[config.mk]
export PLATFORM = sky130hd
export DESIGN_NAME = rgb_to_hsv_hsl_converter_flat
export DESIGN_NICKNAME = d
export VERILOG_FILES = /design/src/rtl/core/rhc_pkg.sv /design/src/rtl/core/rhc_if.sv /design/src/rtl/core/rhc_front.sv /design/src/rtl/core/rhc_div_cell.sv /design/src/rtl/core/rhc_back.sv /design/src/rtl/core/rgb_to_hsv_hsl_converter.sv /design/src/flat_wrapper.sv
export SDC_FILE = /design/constraint.sdc
export NUM_CORES = 2
export LEC_CHECK = 0
export ABC_AREA = 1
export BUFFER_PORTS_ARGS = -buffer_cell sky130_fd_sc_hd__buf_2
export CAP_MARGIN = 0
export CORE_UTILIZATION = 52
export CTS_BUF_LIST = sky130_fd_sc_hd__clkbuf_4 sky130_fd_sc_hd__clkbuf_8
export DETAILED_ROUTE_END_ITERATION = 12
export PLACE_DENSITY = 0.78
export SLEW_MARGIN = 20
export SYNTH_ARGS = -nofsm -noshare
export SYNTH_HDL_FRONTEND = slang
export SYNTH_HIERARCHICAL = 1
export SYNTH_SLANG_ARGS = --single-unit
[constraint.sdc]
create_clock -name i_clk -period 28.1 [get_ports i_clk]
set_input_delay 5.62 -clock i_clk [delete_from_list [all_inputs] [get_ports i_clk]]
set_output_delay 5.62 -clock i_clk [all_outputs]
set_load 0.05 [all_outputs]
[src/rtl/core/rhc_pkg.sv]
// Shared types, constants and the divider step for the RGB to HSV/HSL converter.
// No dependencies; every other file of the block but rhc_if imports this package.
package rhc_pkg;

    localparam int DEF_HUE_SECTOR_STEPS = 4096;
    localparam int DIV_STEPS = 16;              // quotient bits, one per cell
    localparam int DSR_W     = 8;               // divisor width
    localparam int DVD_W     = DIV_STEPS + DSR_W;

    // color_model register codes
    localparam logic MODE_HSV = 1'b0;
    localparam logic MODE_HSL = 1'b1;

    typedef enum logic [1:0] {
        SEC_RED,
        SEC_GREEN,
        SEC_BLUE
    } t_sector;

    // one restoring-division lane
    typedef struct packed {
        logic [DSR_W-1:0]     rem;
        logic [DIV_STEPS-1:0] dvd_lo;
        logic [DIV_STEPS-1:0] quo;
        logic [DSR_W-1:0]     dsr;
    } t_lane;

    // per-pixel side info carried alongside the division
    typedef struct packed {
        logic    hue_zero;
        t_sector sector;
        logic    diff_neg;
        logic    sat_zero;
        logic [8:0] level;
    } t_side;

    typedef struct packed {
        t_side side;
        t_lane hue;
        t_lane sat;
    } t_pipe;

    function automatic t_lane div_step(t_lane l);
        logic [DSR_W:0] part;
        t_lane          o;
        o        = l;
        part     = {l.rem, l.dvd_lo[DIV_STEPS-1]};
        o.dvd_lo = {l.dvd_lo[DIV_STEPS-2:0], 1'b0};
        if (part >= {1'b0, l.dsr}) begin
            o.rem = DSR_W'(part - {1'b0, l.dsr});
            o.quo = {l.quo[DIV_STEPS-2:0], 1'b1};
        end else begin
            o.rem = part[DSR_W-1:0];
            o.quo = {l.quo[DIV_STEPS-2:0], 1'b0};
        end
        return o;
    endfunction

endpackage

[src/rtl/core/rhc_if.sv]
// Channel interfaces of the converter: pixel in, result out, mode write.
// No dependencies.
interface rhc_pix_if;
    logic       valid;
    logic       ready;
    logic [7:0] blue_in;
    logic [7:0] green_in;
    logic [7:0] red_in;
    modport source(output valid, output blue_in, output green_in, output red_in, input ready);
    modport sink(input valid, input blue_in, input green_in, input red_in, output ready);
endinterface

interface rhc_res_if;
    logic        valid;
    logic        ready;
    logic [14:0] hue_out;
    logic [15:0] saturation_out;
    logic [8:0]  level_out;
    modport source(output valid, output hue_out, output saturation_out, output level_out,
                   input ready);
    modport sink(input valid, input hue_out, input saturation_out, input level_out,
                 output ready);
endinterface

interface rhc_cfg_if;
    logic valid;
    logic ready;
    logic color_model;
    modport source(output valid, output color_model, input ready);
    modport sink(input valid, input color_model, output ready);
endinterface

[src/rtl/core/rhc_front.sv]
// Front stage: max/min, hue sector, dividends and divisors, registered.
// Depends on rhc_pkg.
module rhc_front
    import rhc_pkg::*;
#(
    parameter int HUE_SECTOR_STEPS = DEF_HUE_SECTOR_STEPS
) (
    input  logic       i_clk,
    input  logic       i_rst_n,
    input  logic       i_color_model,
    input  logic       i_up_valid,
    output logic       o_up_ready,
    input  logic [7:0] i_blue,
    input  logic [7:0] i_green,
    input  logic [7:0] i_red,
    output logic       o_dn_valid,
    input  logic       i_dn_ready,
    output t_pipe      o_dn_data
);

    localparam int SW = $clog2(HUE_SECTOR_STEPS + 1);
    localparam logic [SW-1:0] STEPS = SW'(HUE_SECTOR_STEPS);

    logic       r_valid;
    t_pipe      r_data;
    t_pipe      n_data;
    logic [7:0] mx, mn, delta, abs_diff, den, alt;
    logic [8:0] sum;
    logic [DVD_W-1:0] hue_dvd, sat_dvd;
    logic signed [8:0] diff;

    assign o_up_ready = !r_valid || i_dn_ready;
    assign o_dn_valid = r_valid;
    assign o_dn_data  = r_data;

    always_comb begin
        mx = i_blue;
        mn = i_blue;
        if (i_green > mx) mx = i_green;
        if (i_red > mx)   mx = i_red;
        if (i_green < mn) mn = i_green;
        if (i_red < mn)   mn = i_red;
        delta = mx - mn;
        sum   = {1'b0, mx} + {1'b0, mn};
        alt   = 8'(9'd510 - sum);
        n_data = '0;
        if (mx == i_blue) begin
            n_data.side.sector = SEC_BLUE;
            diff = $signed({1'b0, i_red}) - $signed({1'b0, i_green});
        end else if (mx == i_green) begin
            n_data.side.sector = SEC_GREEN;
            diff = $signed({1'b0, i_blue}) - $signed({1'b0, i_red});
        end else begin
            n_data.side.sector = SEC_RED;
            diff = $signed({1'b0, i_green}) - $signed({1'b0, i_blue});
        end
        abs_diff = diff[8] ? 8'(-diff) : diff[7:0];
        // HSL divisor: min(sum, 510 - sum), never above 255
        if (i_color_model == MODE_HSL) begin
            den = (sum < 9'd255) ? sum[7:0] : alt;
            n_data.side.level = sum;
        end else begin
            den = mx;
            n_data.side.level = {1'b0, mx};
        end
        hue_dvd = DVD_W'(STEPS) * DVD_W'(abs_diff);
        sat_dvd = {delta, 16'h0000} - DVD_W'(delta);   // 65535 * delta
        n_data.side.hue_zero = (delta == 8'd0);
        n_data.side.diff_neg = diff[8];
        n_data.side.sat_zero = (den == 8'd0);
        n_data.hue.rem    = hue_dvd[DVD_W-1:DIV_STEPS];
        n_data.hue.dvd_lo = hue_dvd[DIV_STEPS-1:0];
        n_data.hue.dsr    = delta;
        n_data.sat.rem    = sat_dvd[DVD_W-1:DIV_STEPS];
        n_data.sat.dvd_lo = sat_dvd[DIV_STEPS-1:0];
        n_data.sat.dsr    = den;
    end

    always_ff @(posedge i_clk) begin
        if (!i_rst_n) begin
            r_valid <= 1'b0;
        end else if (o_up_ready) begin
            r_valid <= i_up_valid;
        end
    end

    always_ff @(posedge i_clk) begin
        if (i_up_valid && o_up_ready) begin
            r_data <= n_data;
        end
    end

endmodule

[src/rtl/core/rhc_div_cell.sv]
// One divider cell: a restoring step on the hue and saturation lanes, registered.
// Depends on rhc_pkg (t_pipe, div_step).
module rhc_div_cell
    import rhc_pkg::*;
(
    input  logic  i_clk,
    input  logic  i_rst_n,
    input  logic  i_up_valid,
    output logic  o_up_ready,
    input  t_pipe i_up_data,
    output logic  o_dn_valid,
    input  logic  i_dn_ready,
    output t_pipe o_dn_data
);

    logic  r_valid;
    t_pipe r_data;
    t_pipe n_data;

    assign o_up_ready = !r_valid || i_dn_ready;
    assign o_dn_valid = r_valid;
    assign o_dn_data  = r_data;

    always_comb begin
        n_data     = i_up_data;
        n_data.hue = div_step(i_up_data.hue);
        n_data.sat = div_step(i_up_data.sat);
    end

    always_ff @(posedge i_clk) begin
        if (!i_rst_n) begin
            r_valid <= 1'b0;
        end else if (o_up_ready) begin
            r_valid <= i_up_valid;
        end
    end

    always_ff @(posedge i_clk) begin
        if (i_up_valid && o_up_ready) begin
            r_data <= n_data;
        end
    end

endmodule

[src/rtl/core/rhc_back.sv]
// Back stage: rounding, hue assembly and wrap, saturation clamp; output register.
// Depends on rhc_pkg.
module rhc_back
    import rhc_pkg::*;
#(
    parameter int HUE_SECTOR_STEPS = DEF_HUE_SECTOR_STEPS
) (
    input  logic        i_clk,
    input  logic        i_rst_n,
    input  logic        i_up_valid,
    output logic        o_up_ready,
    input  t_pipe       i_up_data,
    output logic        o_dn_valid,
    input  logic        i_dn_ready,
    output logic [14:0] o_hue,
    output logic [15:0] o_sat,
    output logic [8:0]  o_level
);

    localparam int HW = $clog2(6 * HUE_SECTOR_STEPS + 1);
    localparam logic [HW-1:0] TURN  = HW'(6 * HUE_SECTOR_STEPS);
    localparam logic [HW-1:0] OFF_G = HW'(2 * HUE_SECTOR_STEPS);
    localparam logic [HW-1:0] OFF_B = HW'(4 * HUE_SECTOR_STEPS);

    logic          r_valid;
    logic [HW-1:0] r_hue;
    logic [15:0]   r_sat;
    logic [8:0]    r_level;
    logic [HW-1:0] n_hue, q_up, q_dn, off, hue_raw;
    logic [15:0]   n_sat;
    logic [16:0]   sat_q;
    logic [DSR_W:0] hue_rem2, sat_rem2;
    logic          up_h, dn_h, up_s;

    assign o_up_ready = !r_valid || i_dn_ready;
    assign o_dn_valid = r_valid;
    assign o_hue      = 15'(r_hue);
    assign o_sat      = r_sat;
    assign o_level    = r_level;

    always_comb begin
        hue_rem2 = {i_up_data.hue.rem, 1'b0};
        sat_rem2 = {i_up_data.sat.rem, 1'b0};
        up_h = hue_rem2 >= {1'b0, i_up_data.hue.dsr};   // half rounds up
        dn_h = hue_rem2 >  {1'b0, i_up_data.hue.dsr};   // half rounds down
        up_s = sat_rem2 >= {1'b0, i_up_data.sat.dsr};
        q_up = HW'(i_up_data.hue.quo) + HW'(up_h);
        q_dn = HW'(i_up_data.hue.quo) + HW'(dn_h);
        case (i_up_data.side.sector)
            SEC_BLUE:  off = OFF_B;
            SEC_GREEN: off = OFF_G;
            default:   off = '0;
        endcase
        if (i_up_data.side.sector == SEC_RED) begin
            // negative hue wraps by one turn; a fraction that rounds to zero stays zero
            if (i_up_data.side.diff_neg && (q_up != '0)) hue_raw = TURN - q_up;
            else if (i_up_data.side.diff_neg)            hue_raw = '0;
            else                                         hue_raw = q_up;
        end else begin
            hue_raw = i_up_data.side.diff_neg ? (off - q_dn) : (off + q_up);
        end
        if (i_up_data.side.hue_zero) n_hue = '0;
        else if (hue_raw > TURN)     n_hue = TURN;
        else                         n_hue = hue_raw;
        sat_q = 17'(i_up_data.sat.quo) + 17'(up_s);
        if (i_up_data.side.sat_zero)  n_sat = '0;
        else if (sat_q > 17'd65535)   n_sat = 16'hFFFF;
        else                          n_sat = sat_q[15:0];
    end

    always_ff @(posedge i_clk) begin
        if (!i_rst_n) begin
            r_valid <= 1'b0;
        end else if (o_up_ready) begin
            r_valid <= i_up_valid;
        end
    end

    always_ff @(posedge i_clk) begin
        if (i_up_valid && o_up_ready) begin
            r_hue   <= n_hue;
            r_sat   <= n_sat;
            r_level <= i_up_data.side.level;
        end
    end

    a_hue_range: assert property (@(posedge i_clk) disable iff (!i_rst_n)
        r_valid |-> (r_hue <= TURN))
        else $error("hue beyond full turn");

    a_grey: assert property (@(posedge i_clk) disable iff (!i_rst_n)
        (i_up_valid && o_up_ready && i_up_data.side.hue_zero) |=>
            (r_valid && (r_hue == '0) && (r_sat == '0)))
        else $error("grey pixel with nonzero hue or saturation");

    a_reset_empty: assert property (@(posedge i_clk)
        !i_rst_n |=> !r_valid)
        else $error("result valid right after reset");

endmodule

[src/rtl/core/rgb_to_hsv_hsl_converter.sv]
// Top level of the RGB to HSV/HSL converter: front stage, divider cell chain, back stage.
// Depends on rhc_pkg, rhc_if, rhc_front, rhc_div_cell, rhc_back.
//
//  channel  | dir | modport | payload
//  ---------+-----+---------+-----------------------------------------------
//  i_pix    | in  | sink    | blue_in[7:0], green_in[7:0], red_in[7:0]
//  o_res    | out | source  | hue_out[14:0], saturation_out[15:0], level_out[8:0]
//  i_cfg    | in  | sink    | color_model (0 = HSV, 1 = HSL), always ready
//
// Throughput one pixel per clock while the result side keeps up; a pixel
// passes through 18 registered stages to result valid: one front stage, 16
// divider cells (one quotient bit each), one output stage. The 16-bit
// saturation quotient sets the length of the chain.
// Reset is synchronous, active low; it empties the chain and selects HSV.
// Each stage holds while its successor is full and stalled, so bubbles squeeze
// out and input is taken as long as any stage downstream can move.
module rgb_to_hsv_hsl_converter
    import rhc_pkg::*;
#(
    parameter int HUE_SECTOR_STEPS = DEF_HUE_SECTOR_STEPS
) (
    input  logic      i_clk,
    input  logic      i_rst_n,
    rhc_pix_if.sink   i_pix,
    rhc_res_if.source o_res,
    rhc_cfg_if.sink   i_cfg
);

    // mode register; to be written only while the pipe is empty, a rule on the user that the block does not enforce
    logic r_color_model;

    // handshake and payload between stages: index 0 is the front stage output,
    // index k+1 the output of divider cell g_cell[k]
    logic  stg_valid [DIV_STEPS+1];
    logic  stg_ready [DIV_STEPS+1];
    t_pipe stg_data  [DIV_STEPS+1];

    assign i_cfg.ready = 1'b1;

    always_ff @(posedge i_clk) begin
        if (!i_rst_n) begin
            r_color_model <= 1'b0;
        end else if (i_cfg.valid) begin
            r_color_model <= i_cfg.color_model;
        end
    end

    // max/min, sector select, dividends (steps * |diff|, 65535 * delta)
    rhc_front #(
        .HUE_SECTOR_STEPS(HUE_SECTOR_STEPS)
    ) u_front (
        .i_clk        (i_clk),
        .i_rst_n      (i_rst_n),
        .i_color_model(r_color_model),
        .i_up_valid   (i_pix.valid),
        .o_up_ready   (i_pix.ready),
        .i_blue       (i_pix.blue_in),
        .i_green      (i_pix.green_in),
        .i_red        (i_pix.red_in),
        .o_dn_valid   (stg_valid[0]),
        .i_dn_ready   (stg_ready[0]),
        .o_dn_data    (stg_data[0])
    );

    // restoring division, MSB first, both quotients side by side
    for (genvar k = 0; k < DIV_STEPS; k++) begin : g_cell
        rhc_div_cell u_cell (
            .i_clk     (i_clk),
            .i_rst_n   (i_rst_n),
            .i_up_valid(stg_valid[k]),
            .o_up_ready(stg_ready[k]),
            .i_up_data (stg_data[k]),
            .o_dn_valid(stg_valid[k+1]),
            .i_dn_ready(stg_ready[k+1]),
            .o_dn_data (stg_data[k+1])
        );
    end

    // rounding, sector offset and wrap, clamp; doubles as the output register
    rhc_back #(
        .HUE_SECTOR_STEPS(HUE_SECTOR_STEPS)
    ) u_back (
        .i_clk     (i_clk),
        .i_rst_n   (i_rst_n),
        .i_up_valid(stg_valid[DIV_STEPS]),
        .o_up_ready(stg_ready[DIV_STEPS]),
        .i_up_data (stg_data[DIV_STEPS]),
        .o_dn_valid(o_res.valid),
        .i_dn_ready(o_res.ready),
        .o_hue     (o_res.hue_out),
        .o_sat     (o_res.saturation_out),
        .o_level   (o_res.level_out)
    );

endmodule

[src/flat_wrapper.sv]
// flat-port wrapper written by rule: the top's interface ports become plain ports
module rgb_to_hsv_hsl_converter_flat import rhc_pkg::*;
#(
    parameter int HUE_SECTOR_STEPS = DEF_HUE_SECTOR_STEPS
)
  (i_clk, i_rst_n, i_pix_valid, i_pix_blue_in, i_pix_green_in, i_pix_red_in, i_pix_ready, o_res_valid, o_res_hue_out, o_res_saturation_out, o_res_level_out, o_res_ready, i_cfg_valid, i_cfg_color_model, i_cfg_ready);
  rhc_pix_if i_pix_i ();
  rhc_res_if o_res_i ();
  rhc_cfg_if i_cfg_i ();
  input  logic i_clk;
  input  logic i_rst_n;
  input wire logic [$bits(i_pix_i.valid)-1:0] i_pix_valid;
  input wire logic [$bits(i_pix_i.blue_in)-1:0] i_pix_blue_in;
  input wire logic [$bits(i_pix_i.green_in)-1:0] i_pix_green_in;
  input wire logic [$bits(i_pix_i.red_in)-1:0] i_pix_red_in;
  output wire logic [$bits(i_pix_i.ready)-1:0] i_pix_ready;
  output wire logic [$bits(o_res_i.valid)-1:0] o_res_valid;
  output wire logic [$bits(o_res_i.hue_out)-1:0] o_res_hue_out;
  output wire logic [$bits(o_res_i.saturation_out)-1:0] o_res_saturation_out;
  output wire logic [$bits(o_res_i.level_out)-1:0] o_res_level_out;
  input wire logic [$bits(o_res_i.ready)-1:0] o_res_ready;
  input wire logic [$bits(i_cfg_i.valid)-1:0] i_cfg_valid;
  input wire logic [$bits(i_cfg_i.color_model)-1:0] i_cfg_color_model;
  output wire logic [$bits(i_cfg_i.ready)-1:0] i_cfg_ready;
  assign i_pix_i.valid = i_pix_valid;
  assign i_pix_i.blue_in = i_pix_blue_in;
  assign i_pix_i.green_in = i_pix_green_in;
  assign i_pix_i.red_in = i_pix_red_in;
  assign i_pix_ready = i_pix_i.ready;
  assign o_res_valid = o_res_i.valid;
  assign o_res_hue_out = o_res_i.hue_out;
  assign o_res_saturation_out = o_res_i.saturation_out;
  assign o_res_level_out = o_res_i.level_out;
  assign o_res_i.ready = o_res_ready;
  assign i_cfg_i.valid = i_cfg_valid;
  assign i_cfg_i.color_model = i_cfg_color_model;
  assign i_cfg_ready = i_cfg_i.ready;
  rgb_to_hsv_hsl_converter #(.HUE_SECTOR_STEPS(HUE_SECTOR_STEPS)) u_core (.i_clk(i_clk), .i_rst_n(i_rst_n), .i_pix(i_pix_i), .o_res(o_res_i), .i_cfg(i_cfg_i));
endmodule
# --- Yosys cells after proc, flatten, opt, wreduce, memory -nomap -nowiden ---
# Index checks and enable logic that the tools add are counted.
word_totals:
  ff_bits: 1239
  inputBits: 30
  output_inout_bits: 43
  word_cells: 474
classes:
  add_sub_neg: 46
  n_lt_le_gt_ge: 42
  eq_ne: 4
  muxes: 81
  n_reduce_logical: 60
op_table:
  columns: ["operator", "n"]
  rows:
  - ["8-bit 2-to-1 mux", 39]
  - ["9-bit by 8-bit >= comparator with 1-bit output", 33]
  - ["8-bit subtractor", 32]
  - ["15-bit 2-to-1 mux", 5]
  - ["1-bit 2-to-1 mux", 32]
  - ["15-bit by 1-bit adder with 15-bit output", 2]
  - ["15-bit case mux with 2 select lines", 1]
  - ["8-bit by 8-bit subtractor with 9-bit output", 3]
  - ["24-bit by 8-bit subtractor with 24-bit output", 1]
  - ["1-bit logical AND", 19]
  - ["1-bit zero test", 18]
  - ["1-bit logical OR", 18]
  - ["9-bit 2-to-1 mux", 2]
  - ["16-bit by 1-bit adder with 17-bit output", 1]
  - ["17-bit by 16-bit greater-than comparator with 1-bit output (second input constant)", 1]
  - ["8-bit == test", 2]
  - ["8-bit greater-than comparator", 2]
  - ["8-bit zero test", 2]
  - ["8-bit less-than comparator", 2]
  - ["16-bit 2-to-1 mux", 1]
  - ["15-bit adder", 1]
  - ["15-bit greater-than comparator (second input constant)", 1]
  - ["15-bit nonzero test", 1]
  - ["15-bit subtractor", 1]
  - ["other kinds (13)", 13]

# --- Longest topological paths before layout ---
logic_depth:
  depth_word: 20
  mapped_depth: 44
  ltp_nobuf: 42

# --- Cells and area by module ---
# Netlist, hierarchy kept.
modules_own_cells:
  columns: ["mod", "n_inst", "cells_each", "area_per_inst_um2", "seq_area_each_um2"]
  rows:
  - ["rhc_div_cell at u_core.g_cell[0].u_cell ...", 13, 333, 4463.0, 3263.1]
  - ["rhc_div_cell at u_core.g_cell[3].u_cell ...", 2, 334, 4614.4, 3263.1]
  - ["rhc_front", 1, 770, 6057.1, 1791.7]
  - ["rhc_div_cell at u_core.g_cell[5].u_cell", 1, 336, 4471.8, 3263.1]
  - ["rhc_back", 1, 596, 4199.0, 1221.2]
  - ["rgb_to_hsv_hsl_converter", 1, 8, 52.6, 20.0]

# --- Least setup slack after synthesis ---
# Ideal clock, no wire load.
synth_path:
  path_kind: "input -> output"
  startpoint: "input o_res_ready"
  endpoint: "output i_pix_ready"
  arrival_time_ps: 7867
  required_time_ps: 22480
  path_slack_ps: 14613
  path_stages: 36
  n_path_buf: 0
  path_cell_list: "inv_1 > nand2_1 > inv_1 > nand2_1 > inv_1 > nand2_1 > inv_1 > nand2_1 > inv_1 > nand2_1 > inv_1 > nand2_1 > inv_1 > nand2_1 > inv_1 > nand2_1 > inv_1 > nand2_1 > inv_1 > nand2_1 > inv_1 > nand2_1 > inv_1 > nand2_1 > inv_1 > nand2_1 > inv_1 > nand2_1 > inv_1 > nand2_1 > inv_1 > nand2_1 > inv_1 > nand2_1 > inv_1 > nand2_1"
synth_rtl:
  columns: ["element", "line_no", "rtl"]
  rows:
  - ["start, declared", "flat_wrapper.sv:21", "input wire logic [$bits(o_res_i.ready)-1:0] o_res_ready;"]
  - ["end, declared", "flat_wrapper.sv:16", "output wire logic [$bits(i_pix_i.ready)-1:0] i_pix_ready;"]

==> impl_metrics.ini <==
[critical_path]
cp_data_required_time_ps = 22480
critPathTopFamily = buffers and inverters
crit_arrival_ps = 9410
r2r-start = u_core/u_back/o_dn_valid$_SDFFE_PN0N_
path_class = in -> out
worstSetupStartpoint = o_res_ready
max_stage_delay_ps = 210
worstPathMaxFanout = 2
path_buf_inv = 20
end_kind = primary output
cpMaxStageDelayCell = buf_2
start_kind = input pin

[timing]
finalHoldViolCount = 0
finalSetupViolations = 0
period_needed_ps = 15030
setup_tns_ps = 0
worst_slack_ps = 13070
skew_ps = 36.3
fmaxAchievable_ghz = 0.0666
report.final.slew_viol_count = 0
relSlewSlack = 0.323
post-route-period-util = 0.535
rsz0062_at_grt = no
max_slew.worst_pin.slew_ps = 1010

[global_route]
use_met3 = 0.0312
grt.overflow.total = 0
antenna_found_initial = 2
busiest_layer = met2
track_usage = 0.188
gr-usage-met2 = 0.347
grt_pass1_vias = 41100
met1_usage = 0.219
grt_max_degree = 70
grt_first_pass_wirelength_mm = 199

[logic_synthesis]
avgSynthCellArea_um2 = 10.9
synth_cells = 6131
syn_area_um2 = 66600
synth_warnings = 6

[worst_hold_path]
worstHoldStart = u_core/g_cell[7].u_cell/o_dn_data[59]$_DFFE_PP_
hold_path.class = reg -> reg

[final_layout]
multi_input_area_um2 = 22000
layout_commonest_cell = nand2_1
nFillCells = 10200
layout_common_cells = 1,606 x nand2_1, 1,331 x edfxtp_1, 956 x inv_1
synthToLayoutAreaGrowth_pct = 9.53
layout-drive-gt1-share = 0.116
seq_area_um2 = 40300
nNetsFinal = 6790

[pwr]
power.density_nw_per_um2 = 62.1
ir_drop_mv = 0.0452
p_leak_nw = 31.4

[clock_network]
cts_hold_buffers = 0
clock-sinks = 1350
clk-insertion-delay-late_ps = 900
post_cts_buffers = 0
cts_max_level = 4
clockBufferDepth = 3
cts_tree = done
cts_buffers = 204
clk_pin_slew_worst_paths_ps = 60
root_buffer = clkbuf_8
cts-resized-gates = 0

[drt]
vias_per_cell = 5.05
wl_per_cell_um = 14.8
drtIter0Drc = 2453
routed_wl_mm = 121
vias = 41300
drtPass1Iterations = 5
drtAntennaViolNets = 0
drc_errors = 0

[placement]
portBuffers = 71
gp_congestion = 0.897
dp_hpwl_mm = 91.2
dp_slack_ps = 13060

[status]
status = completed

[floorplan]
die_x_um = 360
rows = 130
ios = 73
start_util = 0.527
dieArea_um2 = 129000
core_um2 = 126000
dieHeight_um = 360

[run]
cap_viol_max_count = 0
[area by class of cell]
type                       instances  area share
antenna                            2   0.0000686
clock buffer                     253      0.0437
clock inverter                   116      0.0143
inverter                         990      0.0511
multi-input combinational       3724       0.302
sequential                      1350       0.553
tap                             1650      0.0283
timing repair buffer              92     0.00703
[sequential cells by signal, indices dropped and copies added (netlist names)]
register,flops
u_core/g_cell.u_cell/o_dn_valid,16
u_core/u_back/o_sat,16
u_core/u_front/o_dn_data,59
u_core/u_front/o_dn_valid,1
u_core/u_back/o_hue,15
u_core/u_back/o_level,9
u_core/r_color_model,1
u_core/g_cell.u_cell/o_dn_data,1232
u_core/u_back/o_dn_valid,1
[report_power, final]
part           total [mW]  internal [mW]  leakage (nW)  switching [mW]
clock network        1.64          0.903          2.19           0.740
logic               0.563          0.195          17.0           0.367
registers            2.32           2.28          12.2          0.0384
total                4.53           3.38          31.4            1.15
[final timing paths]
path,slack [ps],endpoint,cells past startpoint
worst max-delay path,13070,i_pix_ready,38
worst min-delay path,390,u_core/g_cell[8].u_cell/o_dn_data[60]$_DFFE_PP_,0
worst max register to register,23400,u_core/g_cell[0].u_cell/o_dn_data[95]$_DFFE_PP_,34
worst min register to register,390,u_core/g_cell[8].u_cell/o_dn_data[60]$_DFFE_PP_,0
[per-layer routing]
metal / wire, um / vias up
met5: 13 / -
met1: 50400 / 19300
met2: 63000 / 825
met4: 3250 / 2
met3: 4600 / 235
li1: - / 21000
[per-stage QoR]
step                instances  hold WS, ps  area (um^2)  power (mW)   util
floorplan                6146          400        66700        2.79      -
global placement         7806          400        68700        2.91  0.544
detailed placement       7806          405        68700        2.93  0.544
CTS                      8175          395        72900        4.58  0.577
global route             8176          400        72900        4.74  0.577
finish                   8177          392        72900        4.53  0.577
Power figures use the tool's default switching activity.
